`src/aabb_xf_pkg.sv`:
```
`timescale 1ns / 1ps
// ---------------------------------------------------------------------------
// AABB affine transform package
// Shared types and constants for the box transform block.
// ---------------------------------------------------------------------------
package aabb_xf_pkg;

   localparam int COORD_W   = 20;
   localparam int COEF_W    = 16;
   localparam int COEF_FRAC = 12;
   localparam int AXES      = 3;
   localparam int PROD_W    = COORD_W + COEF_W;
   localparam int TERM_W    = PROD_W - COEF_FRAC;
   localparam int SUM_W     = TERM_W + 2;
   localparam int ROW_W     = AXES * COEF_W;
   localparam int TRANS_W   = AXES * COORD_W;
   localparam int CSR_W     = TRANS_W;

   typedef logic signed [COORD_W-1:0] coord_type;
   typedef logic signed [COEF_W-1:0]  coef_type;
   typedef logic [1:0]                csr_index_type;

   // Register indexes of the configuration port.
   localparam csr_index_type CSR_COEF_FROM_X = 2'd0;
   localparam csr_index_type CSR_COEF_FROM_Y = 2'd1;
   localparam csr_index_type CSR_COEF_FROM_Z = 2'd2;
   localparam csr_index_type CSR_TRANSLATION = 2'd3;

   // Reset map is the identity: 1.0 in Q4.12 on the diagonal.
   localparam logic [ROW_W-1:0]   COEF_FROM_X_RST = 48'h0000_0000_1000;
   localparam logic [ROW_W-1:0]   COEF_FROM_Y_RST = 48'h0000_1000_0000;
   localparam logic [ROW_W-1:0]   COEF_FROM_Z_RST = 48'h1000_0000_0000;
   localparam logic [TRANS_W-1:0] TRANSLATION_RST = '0;

   typedef struct packed {
      coord_type in_min_x;
      coord_type in_min_y;
      coord_type in_min_z;
      coord_type in_max_x;
      coord_type in_max_y;
      coord_type in_max_z;
   } req_type;

   typedef struct packed {
      coord_type out_min_x;
      coord_type out_min_y;
      coord_type out_min_z;
      coord_type out_max_x;
      coord_type out_max_y;
      coord_type out_max_z;
   } rsp_type;

   typedef struct packed {
      logic [ROW_W-1:0]   coef_from_x;
      logic [ROW_W-1:0]   coef_from_y;
      logic [ROW_W-1:0]   coef_from_z;
      logic [TRANS_W-1:0] translation;
   } cfg_type;

endpackage

```
`src/aabb_xf_csr.sv`:
```
`timescale 1ns / 1ps
// ---------------------------------------------------------------------------
// AABB transform configuration registers
// Holds the coefficient rows and the translation, written by index.
// ---------------------------------------------------------------------------
module aabb_xf_csr (
   input  logic                       clock,
   input  logic                       reset,
   input  logic                       csr_we,
   input  aabb_xf_pkg::csr_index_type csr_index,
   input  logic [aabb_xf_pkg::CSR_W-1:0] csr_wdata,
   output aabb_xf_pkg::cfg_type       cfg
);
   import aabb_xf_pkg::*;

   cfg_type cfg_ff;
   cfg_type cfg_in;

   always_comb begin
      cfg_in = cfg_ff;
      if (csr_we) begin
         case (csr_index)
            CSR_COEF_FROM_X: cfg_in.coef_from_x = csr_wdata[ROW_W-1:0];
            CSR_COEF_FROM_Y: cfg_in.coef_from_y = csr_wdata[ROW_W-1:0];
            CSR_COEF_FROM_Z: cfg_in.coef_from_z = csr_wdata[ROW_W-1:0];
            CSR_TRANSLATION: cfg_in.translation = csr_wdata[TRANS_W-1:0];
            default:         cfg_in = cfg_ff;
         endcase
      end
   end

   always_ff @(posedge clock) begin
      if (reset) begin
         cfg_ff.coef_from_x <= COEF_FROM_X_RST;
         cfg_ff.coef_from_y <= COEF_FROM_Y_RST;
         cfg_ff.coef_from_z <= COEF_FROM_Z_RST;
         cfg_ff.translation <= TRANSLATION_RST;
      end else begin
         cfg_ff <= cfg_in;
      end
   end

   assign cfg = cfg_ff;

endmodule

```
`config.mk`:
```
export PLATFORM = sky130hd
export DESIGN_NAME = aabb_xf_csr
export DESIGN_NICKNAME = d
export VERILOG_FILES = /design/src/aabb_xf_pkg.sv /design/src/aabb_xf_csr.sv
export SDC_FILE = /design/constraint.sdc
export NUM_CORES = 1
export LEC_CHECK = 0
export BUFFER_PORTS_ARGS = -buffer_cell sky130_fd_sc_hd__buf_2
export CAP_MARGIN = 20
export CELL_PAD_IN_SITES_DETAIL_PLACEMENT = 0
export CELL_PAD_IN_SITES_GLOBAL_PLACEMENT = 2
export CORE_AREA = 2 2 160 162
export CTS_CLUSTER_DIAMETER = 200
export CTS_CLUSTER_SIZE = 12
export DETAILED_ROUTE_END_ITERATION = 12
export DIE_AREA = 0 0 162 164
export GPL_TIMING_DRIVEN = 0
export PLACE_DENSITY_LB_ADDON = 0.2
export SLEW_MARGIN = 20
export SYNTH_ARGS = -nofsm -noshare
export SYNTH_HDL_FRONTEND = slang
export SYNTH_SLANG_ARGS = --single-unit
```
`constraint.sdc`:
```
create_clock -name clock -period 2.9 [get_ports clock]
set_input_delay 0.435 -clock clock [delete_from_list [all_inputs] [get_ports clock]]
set_output_delay 0.435 -clock clock [all_outputs]
set_load 0.1 [all_outputs]
```
# [Word level (Yosys, flattened, before mapping)]
# Index checks and enable logic that the tools add are counted.
[word_totals] elab_cells=12 out_inout_bits=204 input_bits=65 reg_bits=204
[classes] eq_ne=3 reduce_logical=5
[ops] operator="$reduce_and A2 Y1" n=4
[ops] operator="$eq A2 B2 Y1 const B" n=2
[ops] operator="$eq A2 B1 Y1 const B" n=1
[ops] operator="$logic_not A2 Y1" n=1

# [Longest topological paths before layout]
[depth] ltp_word=2 depth_mapped=5 depth_no_buf=2

# [Worst setup path after synthesis]
# Ideal clock, no wire load.
[synth_timing] path_type="register to output" from="register cfg_ff (netlist bit cfg[0])" to="output cfg[0] (netlist name)" arrival_ps=925 path_buffers=0 path_stages_with_launch=1 slack_ps=1540 required_time_ps=2465 path_cell_list="dfxtp_1"
[synth_lines] item="start: declaration" line="aabb_xf_csr.sv:16" rtl="cfg_type cfg_ff;"
[synth_lines] item="start signal: assignment" line="aabb_xf_csr.sv:39" rtl="cfg_ff <= cfg_in;"
[synth_lines] item="end: declaration" line="aabb_xf_csr.sv:12" rtl="output aabb_xf_pkg::cfg_type cfg"
# No word-level cell between the ends.

# [Worst setup path after layout]
[layout_timing] from="register cfg_ff (netlist bit cfg[196])" to="output cfg[196] (netlist name)"
# No word-level cell between the ends.

==> flow_summary.ini <==
[status]
run_status = completed

[placed_design]
placed_area_um2 = 9847
gp_congestion = 0.7316
place_inst = 1331
dpl.hpwl_mm = 17.39
dp_slack_ns = 0.8427
port_buffers = 267

[setup_path]
startpoint = cfg[196]
cp_top_family = buffers and inverters
rr_worst_depth = 2
required_ns = 2.47
cpPeakStageDelay_ns = 0.44
worst-setup-path-type = register to output pin
end_kind = output pin
r2r_end = cfg[196]
cp-endpoint = cfg[196]
path_cells = buf_2
crit_fanout = 2
r2r_setup_slack_ns = 2.27
path_buf_inv = 1
rr_startpoint = cfg[196]
cp_data_arrival_time_ns = 1.29
cp.depth = 1
cp-start-kind = register
slowest_stage = buf_2

[cells_and_area]
final_cell_mix = buf_2 (280), nand2b_1 (261), mux2i_1 (204), dfxtp_1 (204), clkbuf_1 (27)
largest_register_ffs = 204
fin_util_pct = 41.83
final_common_cell = buf_2
drive_above_1_share_pct = 30.72
layout.nets = 1088
stdcell_area_um2 = 10380
area_growth_syn_to_layout_pct = 28.21
layoutNonFillerInstCount = 1356

[grt]
grt_pass1_wl_mm = 35.99
grt_pass1_vias = 6070
grt-ovfl-total = 0
grt_usage_pct = 17.44
antenna_found_initial = 5
grt_max_degree = 13

[sta]
hold_viol = 0
finalSetupViolations = 0
fmax_mhz = 578.1
setup-tns-final_ns = 0
fin_hold_ws_ns = 0.2035
layout_min_cycle_time_ns = 1.730
final.period_utilization_pct = 59.64
rsz0062_at_grt = false
worst_slack_ns = 1.170
worst_pin_slew_ns = 0.5260
slew_headroom_pct = 65.17
fin_skew_ns = 0
maxSlewViolCount = 0

[flow_run]
cap_viol_max_count = 0

[clocking]
htreeDepth = 1
cts_tree = built
numCtsBuffers = 20
cts.sinks = 204
clock_latency_ns = 0.50
cts_resized = 0
cts_root_buf = clkbuf_16
cts_setup_buffers = 0
cts_hold_buf = 0
clock_path_buffers = 3
clkTransAtPathRegs_ns = 0.06

[die]
fp.dieH_um = 164
start_util_pct = 32.63
num_io_pins = 269
core_region_area_um2 = 24820
dieArea_um2 = 26570
core.rowCount = 58
die_w_um = 162

[pwr]
p_leak_nw = 5.297
ir_worst_vdd_v = 0.0002873
power_mw = 6.511
p_per_area_nw_per_um2 = 627.1

[yosys]
synth_seq_area_share_pct = 50.43
synth-seq-cells = 204
syn_nets = 799
netlist_area_um2 = 8098
postSynthAreaPerCell_um2 = 11.03
netlist_instances = 734
yosys_warnings = 0
ys_types = 14

[detailed_routing]
firstDrtPassIters = 4
vias = 5932
remaining_drc_errors = 0
wl_per_cell_um = 17.55
drtIter0Drc = 188
viasPerCell = 4.375
routed_wl_mm = 23.80
ant_nets = 0

[worst_hold_path]
hp-class = input pin to register
[logic make-up (layout without fill, tap and decap cells)]
| kind of cell | after synthesis | after routing | share of synthesized area (%) |
|---|---|---|---|
| mux | 204 | 204 | 25.22 |
| simple gates | 274 | 274 | 21.14 |
| other cells | 0 | 4 | 0 |
| flops | 204 | 204 | 50.43 |
| buf+inv | 52 | 340 | 3.214 |
[power by group]
group / internal (mW) / total, mW / switching (mW)
logic: 0.264 / 1.25 / 0.985
clock network: 1.27 / 2.31 / 1.04
registers: 2.90 / 2.95 / 0.0503
[synth_stat cells, drive strengths merged]
library cell / number / area (µm²)
dfxtp: 204 / 4084
mux2i: 204 / 2042
and3: 1 / 6.260
nand3: 1 / 5.000
nor2: 6 / 22.52
nor3b: 1 / 12.51
buf: 25 / 158.9
nand3b: 2 / 15.01
or3b: 1 / 8.760
and3b: 1 / 8.760
nand2b: 261 / 1633
clkbuf: 27 / 101.4
[area by class of cell]
| class | count | area [µm²] |
|---|---|---|
| Timing Repair Buffer | 267 | 1336 |
| Buffer | 52 | 260.3 |
| Multi-Input combinational cell | 478 | 3754 |
| Fill cell | 2522 | 14440 |
| Antenna cell | 4 | 10.01 |
| Clock buffer | 21 | 525.5 |
| Sequential cell | 204 | 4084 |
| Tap cell | 330 | 412.9 |
[metal layers]
| metal | vias to the layer above | track usage, % | part of all wire (%) |
|---|---|---|---|
| met5 | - | 0 | 0.059 |
| met4 | 2 | 4.545 | 1.9 |
| met3 | 37 | 5.152 | 7.2 |
| li1 | 2973 | - | - |
| met1 | 2754 | 22.84 | 45 |
| met2 | 166 | 28.20 | 45 |
[worst min-delay path by stage]
| stage | from | to | slack (ns) | cells past startpoint |
|---|---|---|---|---|
| 2_1_floorplan | csr_wdata[48] | cfg[48] | 0.59 | 2 |
| 3_3_place_gp | cfg[173] | cfg[173] | 0.46 | 2 |
| 3_5_place_dp | cfg[165] | cfg[165] | 0.46 | 2 |
| 4_1_cts | csr_wdata[57] | cfg[57] | 0.18 | 3 |
| 5_1_grt | csr_wdata[54] | cfg[54] | 0.20 | 3 |
| 6_report | csr_wdata[57] | cfg[57] | 0.20 | 3 |
No activity file was read; power rests on OpenSTA's default activity.
